--- config.mk ---
export PLATFORM = sky130hd
export DESIGN_NAME = length_prefixed_request_parser_flat
export DESIGN_NICKNAME = d
export VERILOG_FILES = /design/src/sv/lprp_pkg.sv /design/src/sv/lprp_req_if.sv /design/src/sv/lprp_rsp_if.sv /design/src/sv/lprp_csr_if.sv /design/src/sv/length_prefixed_request_parser.sv /design/src/flat_wrapper.sv
export SDC_FILE = /design/constraint.sdc
export NUM_CORES = 1
export LEC_CHECK = 0
export BUFFER_PORTS_ARGS = -buffer_cell sky130_fd_sc_hd__buf_2
export CAP_MARGIN = 20
export CORE_MARGIN = 10
export CORE_UTILIZATION = 67
export CTS_CLUSTER_SIZE = 30
export DETAILED_ROUTE_END_ITERATION = 10
export PLACE_DENSITY = 0.95
export SLEW_MARGIN = 30
export SYNTH_ARGS = -nofsm -noshare
export SYNTH_HDL_FRONTEND = slang
export SYNTH_SLANG_ARGS = --single-unit
--- constraint.sdc ---
create_clock -name clock -period 20.1 [get_ports clock]
set_input_delay 3.015 -clock clock [delete_from_list [all_inputs] [get_ports clock]]
set_output_delay 3.015 -clock clock [all_outputs]
set_load 0.05 [all_outputs]
--- src/sv/lprp_pkg.sv ---
// Shared constants and helpers for the length-prefixed request parser.
// Used by the channel interfaces and the parser top level; depends on nothing.

package lprp_pkg;

   localparam int BYTE_W      = 8;
   localparam int WORD_W      = 32;
   localparam int ARG_IDX_W   = 24;
   localparam int ROLE_W      = 3;
   localparam int CMD_W       = 2;
   localparam int CSR_INDEX_W = 2;
   localparam int CSR_DATA_W  = 32;

   // Register indexes on the configuration port.
   localparam logic [CSR_INDEX_W-1:0] REG_MAX_FRAME_LEN = 2'd0;
   localparam logic [CSR_INDEX_W-1:0] REG_MAX_ARGS      = 2'd1;

   localparam logic [WORD_W-1:0]    MAX_FRAME_LEN_RESET = 32'd33554432;
   localparam logic [ARG_IDX_W-1:0] MAX_ARGS_RESET      = 24'd200000;

   // Parser phases; these double as the role codes of the bytes they tag.
   localparam logic [2:0] PH_LEN     = 3'd0;
   localparam logic [2:0] PH_COUNT   = 3'd1;
   localparam logic [2:0] PH_ARGLEN  = 3'd2;
   localparam logic [2:0] PH_CONTENT = 3'd3;
   localparam logic [2:0] PH_ERROR   = 3'd4;

   localparam logic [ROLE_W-1:0] ROLE_LEN     = 3'd0;
   localparam logic [ROLE_W-1:0] ROLE_COUNT   = 3'd1;
   localparam logic [ROLE_W-1:0] ROLE_ARGLEN  = 3'd2;
   localparam logic [ROLE_W-1:0] ROLE_CONTENT = 3'd3;
   localparam logic [ROLE_W-1:0] ROLE_REJECT  = 3'd4;

   localparam logic [CMD_W-1:0] CMD_GET   = 2'd0;
   localparam logic [CMD_W-1:0] CMD_SET   = 2'd1;
   localparam logic [CMD_W-1:0] CMD_DEL   = 2'd2;
   localparam logic [CMD_W-1:0] CMD_UNREC = 2'd3;

   // Outcome of one byte.
   localparam logic [1:0] ST_GO    = 2'd0;
   localparam logic [1:0] ST_CLEAN = 2'd1;
   localparam logic [1:0] ST_ERR   = 2'd2;

   // Bit positions in the first-argument match vector.
   localparam int M_GET  = 0;
   localparam int M_SET  = 1;
   localparam int M_DEL  = 2;
   localparam int M_LEN3 = 3;

   localparam logic [23:0] WORD_GET = 24'h676574;
   localparam logic [23:0] WORD_SET = 24'h736574;
   localparam logic [23:0] WORD_DEL = 24'h64656C;

   // Character of a three-letter command word at position pos (0 is first).
   function automatic logic [BYTE_W-1:0] word_char(input logic [23:0] word,
                                                   input logic [1:0] pos);
      logic [BYTE_W-1:0] c;
      case (pos)
         2'd0: c = word[23:16];
         2'd1: c = word[15:8];
         2'd2: c = word[7:0];
         default: c = word[23:16];
      endcase
      return c;
   endfunction

endpackage

--- src/sv/lprp_req_if.sv ---
// Request byte channel of the length-prefixed request parser.
// Depends on lprp_pkg for the byte width.

interface lprp_req_if;
   logic                          valid;
   logic                          ready;
   logic [lprp_pkg::BYTE_W-1:0]   byte_in;

   modport source (output valid, output byte_in, input ready);
   modport sink   (input valid, input byte_in, output ready);
endinterface

--- src/sv/lprp_rsp_if.sv ---
// Tagged result byte channel of the length-prefixed request parser.
// Depends on lprp_pkg for the field widths.

interface lprp_rsp_if;
   logic                             valid;
   logic                             ready;
   logic [lprp_pkg::BYTE_W-1:0]      byte_out;
   logic [lprp_pkg::ROLE_W-1:0]      role;
   logic [lprp_pkg::ARG_IDX_W-1:0]   arg_index;
   logic                             arg_last;
   logic                             frame_done;
   logic                             frame_error;
   logic [lprp_pkg::CMD_W-1:0]       command;

   modport source (output valid, output byte_out, output role, output arg_index,
                   output arg_last, output frame_done, output frame_error,
                   output command, input ready);
   modport sink   (input valid, input byte_out, input role, input arg_index,
                   input arg_last, input frame_done, input frame_error,
                   input command, output ready);
endinterface

--- src/sv/lprp_csr_if.sv ---
// Register write channel of the length-prefixed request parser.
// Depends on lprp_pkg for the index and data widths.

interface lprp_csr_if;
   logic                              valid;
   logic                              ready;
   logic [lprp_pkg::CSR_INDEX_W-1:0]  index;
   logic [lprp_pkg::CSR_DATA_W-1:0]   data;

   modport source (output valid, output index, output data, input ready);
   modport sink   (input valid, input index, input data, output ready);
endinterface

--- src/sv/length_prefixed_request_parser.sv ---
// Length-prefixed request parser: tags each request byte with its role in the frame.
// Depends on lprp_pkg and the interfaces lprp_req_if, lprp_rsp_if and lprp_csr_if.
//
//   Channel   Dir   Port      Carries
//   request   in    req_bus   byte_in, one byte per beat
//   result    out   rsp_bus   byte_out, role, arg_index, arg_last, frame_done,
//                             frame_error, command, one beat per request beat
//   config    in    csr_bus   index, data; always ready
//
// One byte per clock sustained while rsp_bus.ready is high; a result appears in the cycle after its byte is taken.
// The parse state and the result register update in the cycle the byte is accepted.
// req_bus.ready is high while the result register is empty or being drained.
// Synchronous reset restores the register defaults and the start-of-frame state.
// An error is sticky: every later byte is rejected until reset.

module length_prefixed_request_parser (
   input  logic         clock,
   input  logic         reset,
   lprp_req_if.sink     req_bus,
   lprp_rsp_if.source   rsp_bus,
   lprp_csr_if.sink     csr_bus
);

   logic [lprp_pkg::WORD_W-1:0]    max_frame_len_ff;
   logic [lprp_pkg::ARG_IDX_W-1:0] max_args_ff;

   logic [2:0]                     phase_ff, phase_in;
   logic [1:0]                     fbc_ff, fbc_in;
   logic [lprp_pkg::WORD_W-1:0]    accum_ff, accum_in;
   logic [lprp_pkg::WORD_W-1:0]    fbl_ff, fbl_in;
   logic [lprp_pkg::ARG_IDX_W-1:0] decl_ff, decl_in;
   logic [lprp_pkg::ARG_IDX_W-1:0] cur_ff, cur_in;
   logic [lprp_pkg::WORD_W-1:0]    abl_ff, abl_in;
   logic [3:0]                     match_ff, match_in;

   logic                           rsp_valid_ff;
   logic [lprp_pkg::BYTE_W-1:0]    byte_ff;
   logic [lprp_pkg::ROLE_W-1:0]    role_ff, role_in;
   logic [lprp_pkg::ARG_IDX_W-1:0] idx_ff, idx_in;
   logic                           last_ff, last_in;
   logic                           done_ff, done_in;
   logic                           err_ff, err_in;
   logic [lprp_pkg::CMD_W-1:0]     cmd_ff, cmd_in;

   logic                           req_fire;
   logic [1:0]                     status;
   logic                           nf_check;
   logic                           field_full;
   logic [lprp_pkg::WORD_W-1:0]    accum_next;
   logic [lprp_pkg::WORD_W-1:0]    fbl_dec;
   logic [lprp_pkg::WORD_W-1:0]    abl_dec;
   logic [1:0]                     char_pos;
   logic [lprp_pkg::BYTE_W-1:0]    b;

   assign req_bus.ready = !rsp_valid_ff || rsp_bus.ready;
   assign req_fire      = req_bus.valid && req_bus.ready;
   assign csr_bus.ready = 1'b1;
   assign b             = req_bus.byte_in;

   function automatic logic [lprp_pkg::CMD_W-1:0] classify(
         input logic [lprp_pkg::ARG_IDX_W-1:0] decl, input logic [3:0] m);
      logic [lprp_pkg::CMD_W-1:0] c;
      c = lprp_pkg::CMD_UNREC;
      if (decl == 24'd2 && m[lprp_pkg::M_LEN3] && m[lprp_pkg::M_GET]) begin
         c = lprp_pkg::CMD_GET;
      end else if (decl == 24'd3 && m[lprp_pkg::M_LEN3] && m[lprp_pkg::M_SET]) begin
         c = lprp_pkg::CMD_SET;
      end else if (decl == 24'd2 && m[lprp_pkg::M_LEN3] && m[lprp_pkg::M_DEL]) begin
         c = lprp_pkg::CMD_DEL;
      end
      return c;
   endfunction

   always_comb begin
      phase_in = phase_ff;
      fbc_in   = fbc_ff;
      accum_in = accum_ff;
      fbl_in   = fbl_ff;
      decl_in  = decl_ff;
      cur_in   = cur_ff;
      abl_in   = abl_ff;
      match_in = match_ff;
      role_in  = lprp_pkg::ROLE_REJECT;
      idx_in   = '0;
      last_in  = 1'b0;
      done_in  = 1'b0;
      err_in   = 1'b0;
      cmd_in   = lprp_pkg::CMD_UNREC;
      status   = lprp_pkg::ST_GO;
      nf_check = 1'b0;

      accum_next = {accum_ff[23:0], b};
      fbl_dec    = fbl_ff - 32'd1;
      abl_dec    = abl_ff - 32'd1;
      field_full = (fbc_ff == 2'd3);
      // Remaining count 3, 2, 1 maps to word position 0, 1, 2.
      char_pos   = 2'd3 - abl_ff[1:0];

      case (phase_ff)
         lprp_pkg::PH_LEN: begin
            role_in  = lprp_pkg::ROLE_LEN;
            fbc_in   = fbc_ff + 2'd1;
            accum_in = field_full ? '0 : accum_next;
            if (field_full) begin
               if (accum_next > max_frame_len_ff || accum_next < 32'd4) begin
                  status = lprp_pkg::ST_ERR;
               end else begin
                  fbl_in   = accum_next;
                  phase_in = lprp_pkg::PH_COUNT;
               end
            end
         end
         lprp_pkg::PH_COUNT: begin
            role_in  = lprp_pkg::ROLE_COUNT;
            fbl_in   = fbl_dec;
            fbc_in   = fbc_ff + 2'd1;
            accum_in = field_full ? '0 : accum_next;
            if (field_full) begin
               if (accum_next > {8'd0, max_args_ff}) begin
                  status = lprp_pkg::ST_ERR;
               end else begin
                  decl_in  = accum_next[lprp_pkg::ARG_IDX_W-1:0];
                  cur_in   = '0;
                  nf_check = 1'b1;
               end
            end
         end
         lprp_pkg::PH_ARGLEN: begin
            role_in  = lprp_pkg::ROLE_ARGLEN;
            idx_in   = cur_ff;
            fbl_in   = fbl_dec;
            fbc_in   = fbc_ff + 2'd1;
            accum_in = field_full ? '0 : accum_next;
            if (field_full) begin
               if (accum_next > fbl_dec) begin
                  status = lprp_pkg::ST_ERR;
               end else begin
                  if (cur_ff == '0) begin
                     match_in = (accum_next == 32'd3) ? 4'b1111 : 4'b0000;
                  end
                  abl_in = accum_next;
                  if (accum_next == '0) begin
                     last_in  = 1'b1;
                     cur_in   = cur_ff + 24'd1;
                     nf_check = 1'b1;
                  end else begin
                     phase_in = lprp_pkg::PH_CONTENT;
                  end
               end
            end
         end
         lprp_pkg::PH_CONTENT: begin
            role_in = lprp_pkg::ROLE_CONTENT;
            idx_in  = cur_ff;
            // The first argument is compared against the command words on the fly.
            if (cur_ff == '0 && match_ff[lprp_pkg::M_LEN3] && abl_ff <= 32'd3) begin
               if (b != lprp_pkg::word_char(lprp_pkg::WORD_GET, char_pos)) begin
                  match_in[lprp_pkg::M_GET] = 1'b0;
               end
               if (b != lprp_pkg::word_char(lprp_pkg::WORD_SET, char_pos)) begin
                  match_in[lprp_pkg::M_SET] = 1'b0;
               end
               if (b != lprp_pkg::word_char(lprp_pkg::WORD_DEL, char_pos)) begin
                  match_in[lprp_pkg::M_DEL] = 1'b0;
               end
            end
            fbl_in = fbl_dec;
            abl_in = abl_dec;
            if (abl_dec == '0) begin
               last_in  = 1'b1;
               cur_in   = cur_ff + 24'd1;
               nf_check = 1'b1;
            end
         end
         default: begin
            err_in = 1'b1;
         end
      endcase

      // Once the argument count is read or an argument is complete, decide whether the frame ends or continues.
      if (nf_check) begin
         if (cur_in >= decl_in) begin
            status = (fbl_in == '0) ? lprp_pkg::ST_CLEAN : lprp_pkg::ST_ERR;
         end else if (fbl_in < 32'd4) begin
            status = lprp_pkg::ST_ERR;
         end else begin
            phase_in = lprp_pkg::PH_ARGLEN;
         end
      end

      if (status == lprp_pkg::ST_ERR) begin
         done_in  = 1'b1;
         err_in   = 1'b1;
         phase_in = lprp_pkg::PH_ERROR;
      end else if (status == lprp_pkg::ST_CLEAN) begin
         done_in  = 1'b1;
         cmd_in   = classify(decl_in, match_in);
         phase_in = lprp_pkg::PH_LEN;
         fbc_in   = '0;
         accum_in = '0;
         fbl_in   = '0;
         decl_in  = '0;
         cur_in   = '0;
         abl_in   = '0;
         match_in = '0;
      end
   end

   always_ff @(posedge clock) begin
      if (reset) begin
         max_frame_len_ff <= lprp_pkg::MAX_FRAME_LEN_RESET;
         max_args_ff      <= lprp_pkg::MAX_ARGS_RESET;
      end else if (csr_bus.valid) begin
         if (csr_bus.index == lprp_pkg::REG_MAX_FRAME_LEN) begin
            max_frame_len_ff <= csr_bus.data;
         end else if (csr_bus.index == lprp_pkg::REG_MAX_ARGS) begin
            max_args_ff <= csr_bus.data[lprp_pkg::ARG_IDX_W-1:0];
         end
      end
   end

   always_ff @(posedge clock) begin
      if (reset) begin
         phase_ff <= lprp_pkg::PH_LEN;
         fbc_ff   <= '0;
         accum_ff <= '0;
         fbl_ff   <= '0;
         decl_ff  <= '0;
         cur_ff   <= '0;
         abl_ff   <= '0;
         match_ff <= '0;
      end else if (req_fire) begin
         phase_ff <= phase_in;
         fbc_ff   <= fbc_in;
         accum_ff <= accum_in;
         fbl_ff   <= fbl_in;
         decl_ff  <= decl_in;
         cur_ff   <= cur_in;
         abl_ff   <= abl_in;
         match_ff <= match_in;
      end
   end

   always_ff @(posedge clock) begin
      if (reset) begin
         rsp_valid_ff <= 1'b0;
      end else if (req_fire) begin
         rsp_valid_ff <= 1'b1;
      end else if (rsp_bus.ready) begin
         rsp_valid_ff <= 1'b0;
      end
   end

   always_ff @(posedge clock) begin
      if (req_fire) begin
         byte_ff <= b;
         role_ff <= role_in;
         idx_ff  <= idx_in;
         last_ff <= last_in;
         done_ff <= done_in;
         err_ff  <= err_in;
         cmd_ff  <= cmd_in;
      end
   end

   assign rsp_bus.valid       = rsp_valid_ff;
   assign rsp_bus.byte_out    = byte_ff;
   assign rsp_bus.role        = role_ff;
   assign rsp_bus.arg_index   = idx_ff;
   assign rsp_bus.arg_last    = last_ff;
   assign rsp_bus.frame_done  = done_ff;
   assign rsp_bus.frame_error = err_ff;
   assign rsp_bus.command     = cmd_ff;

`ifndef NO_ASSERTIONS
   a_error_sticky: assert property (@(posedge clock) disable iff (reset)
      phase_ff == lprp_pkg::PH_ERROR |=> phase_ff == lprp_pkg::PH_ERROR)
      else $error("parser left the error phase without reset");

   a_clean_end_restarts: assert property (@(posedge clock) disable iff (reset)
      (req_fire && status == lprp_pkg::ST_CLEAN)
      |=> (phase_ff == lprp_pkg::PH_LEN && fbc_ff == 2'd0 && fbl_ff == '0))
      else $error("clean frame end did not return to the frame length field");

   a_reject_tagging: assert property (@(posedge clock) disable iff (reset)
      (rsp_valid_ff && role_ff == lprp_pkg::ROLE_REJECT)
      |-> (err_ff && !done_ff && cmd_ff == lprp_pkg::CMD_UNREC && idx_ff == '0))
      else $error("rejected beat carries inconsistent tags");

   a_command_only_at_end: assert property (@(posedge clock) disable iff (reset)
      (rsp_valid_ff && cmd_ff != lprp_pkg::CMD_UNREC) |-> (done_ff && !err_ff))
      else $error("command reported on a beat that is not a clean frame end");

   a_arg_in_range: assert property (@(posedge clock) disable iff (reset)
      (phase_ff == lprp_pkg::PH_ARGLEN || phase_ff == lprp_pkg::PH_CONTENT)
      |-> cur_ff < decl_ff)
      else $error("argument index ran past the declared count");
`endif

endmodule

--- src/flat_wrapper.sv ---
// flat-port wrapper written by rule: the top's interface ports become plain ports
module length_prefixed_request_parser_flat 
  (clock, reset, req_bus_valid, req_bus_byte_in, req_bus_ready, rsp_bus_valid, rsp_bus_byte_out, rsp_bus_role, rsp_bus_arg_index, rsp_bus_arg_last, rsp_bus_frame_done, rsp_bus_frame_error, rsp_bus_command, rsp_bus_ready, csr_bus_valid, csr_bus_index, csr_bus_data, csr_bus_ready);
  lprp_req_if req_bus_i ();
  lprp_rsp_if rsp_bus_i ();
  lprp_csr_if csr_bus_i ();
  input  logic clock;
  input  logic reset;
  input wire logic [$bits(req_bus_i.valid)-1:0] req_bus_valid;
  input wire logic [$bits(req_bus_i.byte_in)-1:0] req_bus_byte_in;
  output wire logic [$bits(req_bus_i.ready)-1:0] req_bus_ready;
  output wire logic [$bits(rsp_bus_i.valid)-1:0] rsp_bus_valid;
  output wire logic [$bits(rsp_bus_i.byte_out)-1:0] rsp_bus_byte_out;
  output wire logic [$bits(rsp_bus_i.role)-1:0] rsp_bus_role;
  output wire logic [$bits(rsp_bus_i.arg_index)-1:0] rsp_bus_arg_index;
  output wire logic [$bits(rsp_bus_i.arg_last)-1:0] rsp_bus_arg_last;
  output wire logic [$bits(rsp_bus_i.frame_done)-1:0] rsp_bus_frame_done;
  output wire logic [$bits(rsp_bus_i.frame_error)-1:0] rsp_bus_frame_error;
  output wire logic [$bits(rsp_bus_i.command)-1:0] rsp_bus_command;
  input wire logic [$bits(rsp_bus_i.ready)-1:0] rsp_bus_ready;
  input wire logic [$bits(csr_bus_i.valid)-1:0] csr_bus_valid;
  input wire logic [$bits(csr_bus_i.index)-1:0] csr_bus_index;
  input wire logic [$bits(csr_bus_i.data)-1:0] csr_bus_data;
  output wire logic [$bits(csr_bus_i.ready)-1:0] csr_bus_ready;
  assign req_bus_i.valid = req_bus_valid;
  assign req_bus_i.byte_in = req_bus_byte_in;
  assign req_bus_ready = req_bus_i.ready;
  assign rsp_bus_valid = rsp_bus_i.valid;
  assign rsp_bus_byte_out = rsp_bus_i.byte_out;
  assign rsp_bus_role = rsp_bus_i.role;
  assign rsp_bus_arg_index = rsp_bus_i.arg_index;
  assign rsp_bus_arg_last = rsp_bus_i.arg_last;
  assign rsp_bus_frame_done = rsp_bus_i.frame_done;
  assign rsp_bus_frame_error = rsp_bus_i.frame_error;
  assign rsp_bus_command = rsp_bus_i.command;
  assign rsp_bus_i.ready = rsp_bus_ready;
  assign csr_bus_i.valid = csr_bus_valid;
  assign csr_bus_i.index = csr_bus_index;
  assign csr_bus_i.data = csr_bus_data;
  assign csr_bus_ready = csr_bus_i.ready;
  length_prefixed_request_parser u_core (.clock(clock), .reset(reset), .req_bus(req_bus_i), .rsp_bus(rsp_bus_i), .csr_bus(csr_bus_i));
endmodule
==> out/qor.csv, run 1 <==
metric;value;unit
FMAX;104;MHz
CP top delay family;simple AND/OR/NAND/NOR gates;
Skew-Pair Late Insertion Delay;0.56;ns
global route overflow;0;
Setup Crit Path Kind;flop to flop;
cts bufs inserted;27;
cts hold-fix bufs;0;
via count of the first global-routing pass;15600;
CP max-delay cell;nor4_1;
static leakage;7.26;nW
H-tree Lvls;1;
Startpoint Class;flop;
Clock Root Buffer;clkbuf_16;
Post-CTS Resized;0;
die height;174;um
fraction of layout cells with a size suffix above 1;9.83;%
net count after synthesis;2122;
Critical Path RT;20.60;ns
post-route ant nets;0;
WL per Instance;22.4;um
skew final;0.0190;ns
asr flop ratio synth;0;%
Pins Over Slew Limit;0;
placed instance area;16400;um2
I/O pin count;90;
area grow syn2layout;9.49;%
Netlist cell types;86;
slowest stage delay, CP;0.82;ns
final critical-path required period;9.64;ns
Min-Delay Path Class;flop to flop;
first-iteration detailed-routing DRC count;2791;
CP endpoint kind;flop;
clock sinks;242;
max_slew headroom;38.2;%
Vias/cell;7.11;
synthesized area;15800;um2
Non-Filler Cell Area, Final;17300;um2
CP Depth;33;
post-synthesis sequential area ratio;33.1;%
Synth area leader;dfxtp_1;
vias post-DR;16500;
Clock Path Buffers;3;
row cnt;56;
Clock Pin Slew Worst Setup and Hold Paths;0.07;ns
fin nets;2140;
status;complete, no violations;
worst r2r dst;u_core.accum_ff[23];
Initial Util;67.9;%
MaxCap Viol Count;0;
register bit count reported by yosys;242;
Synth warnings;0;
core area;23300;um2
top cells by area, synth;dfxtp_1, ha_1, edfxtp_1, nand2_1, o21ai_0;
Bufs and invs on worst path;3;
share of the synthesized area in the top cell type;25.5;%
initial antenna violation count;2;
R2R Setup Slk;10.46;ns
Max VDD drop;74.0;uV
Die Wd;174;um
GRT Total Usage;32.8;%
largest net degree at the start of global routing;71;
CTS tree;built;
crit-path max FO;46;
DRT Pass-1 Iters;6;
syn_area_per_cell;8.10;um2
final setup fails;0;
DP HPWL;34.6;mm
GPL Wtd Cong;1.02;
Worst Tran Pin Value;0.918;ns
worst setup path endpoint;u_core.accum_ff[23];
worst reg2reg path depth;33;
# port buffers;88;
Top FF cell, synth;dfxtp_1;
routed wire length;51.9;mm
Layout fillers;1618;
Post-route DRC;0;
setup bufs post-CTS;0;
Worst EP arrival;10.14;ns
pwr/cell area;73.5;nW/um2
crit path launch;u_core.fbl_ff[0];
count of mapped cells out of synthesis;1955;
period utilisation layout;48.0;%
Die Area;30200;um2
RR Startpoint;u_core.fbl_ff[0];
Post-synth EDFFs;40;
RSZ-0062 raised after global routing;false;
setup TNS;0;ns
final hold vios;0;
first-pass GRT wire length;83.1;mm
## state kept, by name (all words and copies together), names as in the netlist
name / flops
u_core.fbc_ff: 2
u_core.accum_ff: 24
u_core.fbl_ff: 32
u_core.rsp_bus.role: 3
u_core.phase_ff: 3
u_core.cur_ff: 24
u_core.rsp_bus.valid: 1
u_core.rsp_bus.command: 2
u_core.rsp_bus.frame_done: 1
u_core.abl_ff: 32
u_core.rsp_bus.arg_last: 1
u_core.decl_ff: 24
u_core.rsp_bus.frame_error: 1
u_core.match_ff: 4
u_core.max_args_ff: 24
u_core.max_frame_len_ff: 32
u_core.rsp_bus.arg_index: 24
u_core.rsp_bus.byte_out: 8
## cells in the final DEF (no fill, tap or decap), types with 27 or more instances in the layout
master,instances
clkbuf_16,28
a21oi_1,131
nand4_1,43
dfxtp_1,202
xnor2_1,39
nand2_1,239
nor4_1,43
nor2b_1,41
nand3_1,35
mux2i_1,31
and3_1,28
o21ai_0,132
o22ai_1,27
buf_4,29
edfxtp_1,40
a22o_1,45
ha_1,120
nor3_1,50
nor2_1,126
inv_1,84
buf_2,88
xor2_1,27
and2_1,35
## worst min-delay path, stage by stage, from the launching register on
cell     delay, ns
dfxtp_1       0.31
nand2_1       0.05
a21oi_1       0.05
## cell usage after synthesis (18+ instances only)
library cell,n
and2_1,35
xnor2_1,39
a21oi_1,131
o21ai_0,132
nand4_1,43
a22o_1,45
nand2_1,241
clkbuf_1,110
a211oi_1,18
xor2_1,27
a22oi_1,22
nor3_1,50
edfxtp_1,40
nand3_1,35
ha_1,120
nor2_1,127
nor2b_1,41
nor4_1,43
and3_1,28
inv_1,85
o22ai_1,27
dfxtp_1,202
mux2i_1,31
## stage by stage
step                      hold WS [ns]  instances  total power [mW]  setup WS, ns  util [%]
after detailed placement         0.446       2263             0.747         10.73      70.2
after global placement           0.436       2263             0.737         11.00      70.2
after CTS                        0.455       2313              1.26         10.87      74.3
after floorplan                  0.425       1955             0.686         12.07         -
after global routing             0.478       2314              1.31         10.19      74.3
final                            0.452       2315              1.27         10.46      74.3
## layer usage
metal  GRT usage (%)  part of all wire (%)  up-vias
met1            39.8                    35     7549
li1                -                     -     7231
met2            50.8                    43     1328
met4            19.8                   6.9        0
met5               0                     0        -
met3            9.45                    14      355
## area by class of cell
| class | count | area (um2) | share of cell area, % |
|---|---|---|---|
| diodes | 2 | 5.00 | 0.0289 |
| clock buffers | 34 | 743 | 4.29 |
| clock inverters | 16 | 194 | 1.12 |
| inverters | 87 | 327 | 1.88 |
| multi-input cells | 1498 | 9770 | 56.3 |
| flip-flops and latches | 242 | 5250 | 30.2 |
| well taps | 319 | 399 | 2.30 |
| repair buffers | 117 | 658 | 3.80 |
## power breakdown
part	switching (mW)	internal, mW
Sequential	0.0132	0.505
Clock	0.219	0.305
Combinational	0.153	0.0781
Total	0.386	0.888
## worst min path at each step
stage | slack [ns] | endpoint | depth (start not counted) | start
5_1_grt | 0.48 | u_core.max_args_ff[14] | 2 | u_core.max_args_ff[14]
3_3_place_gp | 0.44 | u_core.decl_ff[0] | 2 | u_core.decl_ff[0]
3_5_place_dp | 0.45 | u_core.max_args_ff[20] | 2 | u_core.max_args_ff[20]
4_1_cts | 0.45 | u_core.max_frame_len_ff[28] | 2 | u_core.max_frame_len_ff[28]
6_report | 0.45 | u_core.max_args_ff[23] | 2 | u_core.max_args_ff[23]
2_1_floorplan | 0.42 | u_core.decl_ff[0] | 2 | u_core.decl_ff[0]
## kinds of logic (layout without fill, tap and decap cells)
| group | count (synthesis) | count (layout) | synth area share, % |
|---|---|---|---|
| compound gates | 548 | 548 | 22.9 |
| flops | 242 | 242 | 33.1 |
| buf+inv | 215 | 254 | 5.43 |
| simple gates | 729 | 729 | 23.2 |
| fa+ha+maj | 120 | 120 | 9.48 |
| xor+xnor | 66 | 66 | 3.65 |
| mux | 34 | 34 | 2.17 |
| other cells | 1 | 3 | 0.0237 |
Power figures use the tool's default switching activity.
==> inputs of run 2 (changes only) <==
Settings changed: ABC_AREA from default to 1, CORE_UTILIZATION 67 to 63, PLACE_DENSITY 0.95 to 0.93.
Clock period 20.1 ns to 9.1 ns, I/O delays scaled along.
==> run 2 against run 1 <==
  * Maximum frequency up 24%
  * Core utilization down 4.5 points
  * Clock skew down 0.0096 ns
  * Critical path depth up 5
  * Clock-buffer cell count up 3
  * Critical path type unchanged
  * Critical endpoint is now u_core.match_ff[3]
  * Non-clock buffer count down 1
  * Final cell count up 25%
==> out/qor.csv, run 2 <==
metric;value;unit;change
Die Wd;184;um;was 174 um
period utilisation layout;85.4;%;was 48.0%
Synth Area in Simple Gates;29.0;%;was 23.2%
Most Used Layer, Global Route;met2;;unchanged
most used cell, CP;nand2_1;;
initial antenna violation count;2;;unchanged
final critical-path required period;7.77;ns;was 9.64 ns
Pins Over Slew Limit;0;;unchanged
most frequent cell after synthesis;nand2_1;;unchanged
first-iteration detailed-routing DRC count;2509;;was 2791
# port buffers;88;;unchanged
post-route ant nets;0;;unchanged
MaxCap Viol Count;0;;unchanged
share of the synthesized area in the top cell type;23.9;%;was 25.5%
slowest stage delay, CP;0.49;ns;was 0.82 ns
clock sinks;242;;unchanged
WL per Instance;19.0;um;was 22.4 um
Initial Util;64.4;%;was 67.9%
grt met3 use;8.16;%;was 9.45%
Synth area leader;dfxtp_1;;unchanged
vias post-DR;18200;;was 16500
Post-CTS Resized;0;;unchanged
die height;184;um;was 174 um
net count after synthesis;2696;;was 2122
Layout fillers;2185;;was 1618
Post-route DRC;0;;unchanged
Worst Tran Pin Value;1.01;ns;was 0.918 ns
GPL Wtd Cong;0.999;;was 1.02
routed wire length;55.0;mm;was 51.9 mm
first-pass GRT wire length;87.9;mm;was 83.1 mm
Synth Area in Compound Gates;17.8;%;was 22.9%
CP endpoint kind;flop;;unchanged
register bit count reported by yosys;242;;unchanged
Clock Pin Slew Worst Setup and Hold Paths;0.06;ns;was 0.07 ns
Seq pwr share;39.0;%;was 40.7%
GRT Total Usage;31.3;%;was 32.8%
skew final;0.00942;ns;was 0.0190 ns
CTS tree;built;;unchanged
Clock Root Buffer;clkbuf_16;;unchanged
commonest non-fill, non-tap cell in the layout;nand2_1;;unchanged
Internal Power;1.99;mW;was 0.888 mW
GR Layer Usage met1;38.3;%;was 39.8%
CP max-delay cell;buf_4;;was nor4_1
setup TNS;0;ns;unchanged
global route overflow;0;;unchanged
count of mapped cells out of synthesis;2529;;was 1955
most frequent cells in the layout;nand2_1, inv_1, a21oi_1;;was nand2_1, dfxtp_1, o21ai_0
sw frac;34.4;%;was 30.3%
RSZ-0062 raised after global routing;false;;unchanged
synthesized area;16900;um2;was 15800 um2
Critical Path RT;9.57;ns;was 20.60 ns
cts bufs inserted;27;;unchanged
Post-Synth XOR/XNOR Area;4.08;%;was 3.65%
Clock Path Buffers;3;;unchanged
Final Util;69.8;%;was 74.3%
H-tree Lvls;1;;unchanged
Worst EP arrival;8.24;ns;was 10.14 ns
Vias/cell;6.30;;was 7.11
largest net degree at the start of global routing;95;;was 71
post-synthesis mux area share;0.0591;%;was 2.17%
Setup Crit Path Kind;flop to flop;;unchanged
crit-path max FO;35;;was 46
Die Area;33800;um2;was 30200 um2
static leakage;7.79;nW;was 7.26 nW
via count of the first global-routing pass;17100;;was 15600
row cnt;59;;was 56
Max VDD drop;191;uV;was 74.0 uV
max_slew headroom;32.6;%;was 38.2%
Post-synth EDFFs;40;;unchanged
switching power total;1.04;mW;was 0.386 mW
asr flop ratio synth;0;%;unchanged
FMAX;129;MHz;was 104 MHz
Post-synth top cells;nand2_1, inv_1, a21oi_1;;was nand2_1, dfxtp_1, o21ai_0
fraction of layout cells with a size suffix above 1;7.82;%;was 9.83%
Clock Power Share;35.5;%;was 41.1%
fin nets;2706;;was 2140
post-synthesis sequential area ratio;31.0;%;was 33.1%
main combinational cell family by area after synthesis;simple AND/OR/NAND/NOR gates;;unchanged
Min-Delay Path Class;flop to flop;;unchanged
top cells by area, synth;dfxtp_1, nand2_1, ha_1, a21oi_1, edfxtp_1;;was dfxtp_1, ha_1, edfxtp_1, nand2_1, o21ai_0
final hold vios;0;;unchanged
Skew-Pair Late Insertion Delay;0.55;ns;was 0.56 ns
core area;26300;um2;was 23300 um2
Synth Area in Adders;8.86;%;was 9.48%
top flop regs;u_core.abl_ff (32), u_core.fbl_ff (32), u_core.max_frame_len_ff (32);;unchanged
Combinational Power Share;25.6;%;was 18.2%
area grow syn2layout;8.27;%;was 9.49%
Top FF cell, synth;dfxtp_1;;unchanged
setup bufs post-CTS;0;;unchanged
final setup fails;0;;unchanged
Startpoint Class;flop;;unchanged
Netlist cell types;54;;was 86
DRT Pass-1 Iters;7;;was 6
status;complete, no violations;;unchanged
cts hold-fix bufs;0;;unchanged
syn_area_per_cell;6.70;um2;was 8.10 um2
met2 usage;49.7;%;was 50.8%
pwr/cell area;166;nW/um2;was 73.5 nW/um2
Synth warnings;0;;unchanged
I/O pin count;90;;unchanged
DP HPWL;37.3;mm;was 34.6 mm
[run 2: metrics by stage]
stage	power [mW]	instance area [um2]	hold WS, ns	cells	setup WS, ns
4_1_cts	3.01	18300	0.462	2893	1.69
3_5_place_dp	1.95	17500	0.451	2844	1.74
2_1_floorplan	1.75	16900	0.433	2529	3.39
6_report	3.04	18300	0.462	2895	1.33
3_3_place_gp	1.92	17500	0.443	2844	2.06
5_1_grt	3.16	18300	0.479	2894	0.776
[run 2: kinds of logic (layout without fill, tap and decap cells)]
family                   count (synthesis)  after routing
multiplexers                             1              1
buffers and inverters                  404            434
XOR/XNOR                                78             78
adder cells (fa/ha/maj)                120            120
other                                    1              2
AND/OR/NAND/NOR                       1134           1134
flip-flops                             242            242
AO/OA/AOI/OAI                          549            549
[run 2: worst max-delay path, delay by kind of cell, from the launching register on]
kind	cells	cell delay (ns)
AOI/OAI and AO/OA	7	1.38
adders and majority gates	2	0.59
buffers and inverters	7	1.65
DFF	1	0.39
xor gates and xnor gates	1	0.21
and+or+nand+nor	21	3.44
[run 2: worst paths after layout]
| kind | from | slack, ns | endpoint | depth (start not counted) |
|---|---|---|---|---|
| hold / removal | u_core.max_frame_len_ff[17] | 0.46 | u_core.max_frame_len_ff[17] | 2 |
| setup / recovery | u_core.fbl_ff[2] | 1.33 | u_core.match_ff[3] | 38 |
| setup reg to reg | u_core.fbl_ff[2] | 1.33 | u_core.match_ff[3] | 38 |
| hold reg to reg | u_core.max_frame_len_ff[17] | 0.46 | u_core.max_frame_len_ff[17] | 2 |
[run 2: cell type report]
type | instances | area (um2) | share of cell area (%)
multi-input cells | 1883 | 10200 | 55.4
flip-flops and latches | 242 | 5250 | 28.6
inverters | 269 | 1010 | 5.52
clock buffers | 37 | 733 | 4.00
repair buffers | 116 | 661 | 3.60
well taps | 335 | 419 | 2.29
clock inverters | 12 | 108 | 0.587
diodes | 1 | 2.50 | 0.0136
[run 2: per-layer routing]
layer,vias to the layer above,part of all wire (%)
met5,-,0
met4,0,6.2
met3,292,12
met2,1116,44
met1,8324,38
li1,8516,-
[run 2: power by group through the flow]
stage          combinational, mW  sequential, mW  clock, mW
2_1_floorplan              0.534            1.21          0
3_3_place_gp               0.717            1.20          0
3_5_place_dp               0.745            1.20          0
4_1_cts                    0.752            1.18       1.08
5_1_grt                    0.859            1.18       1.11
6_report                   0.776            1.18       1.08
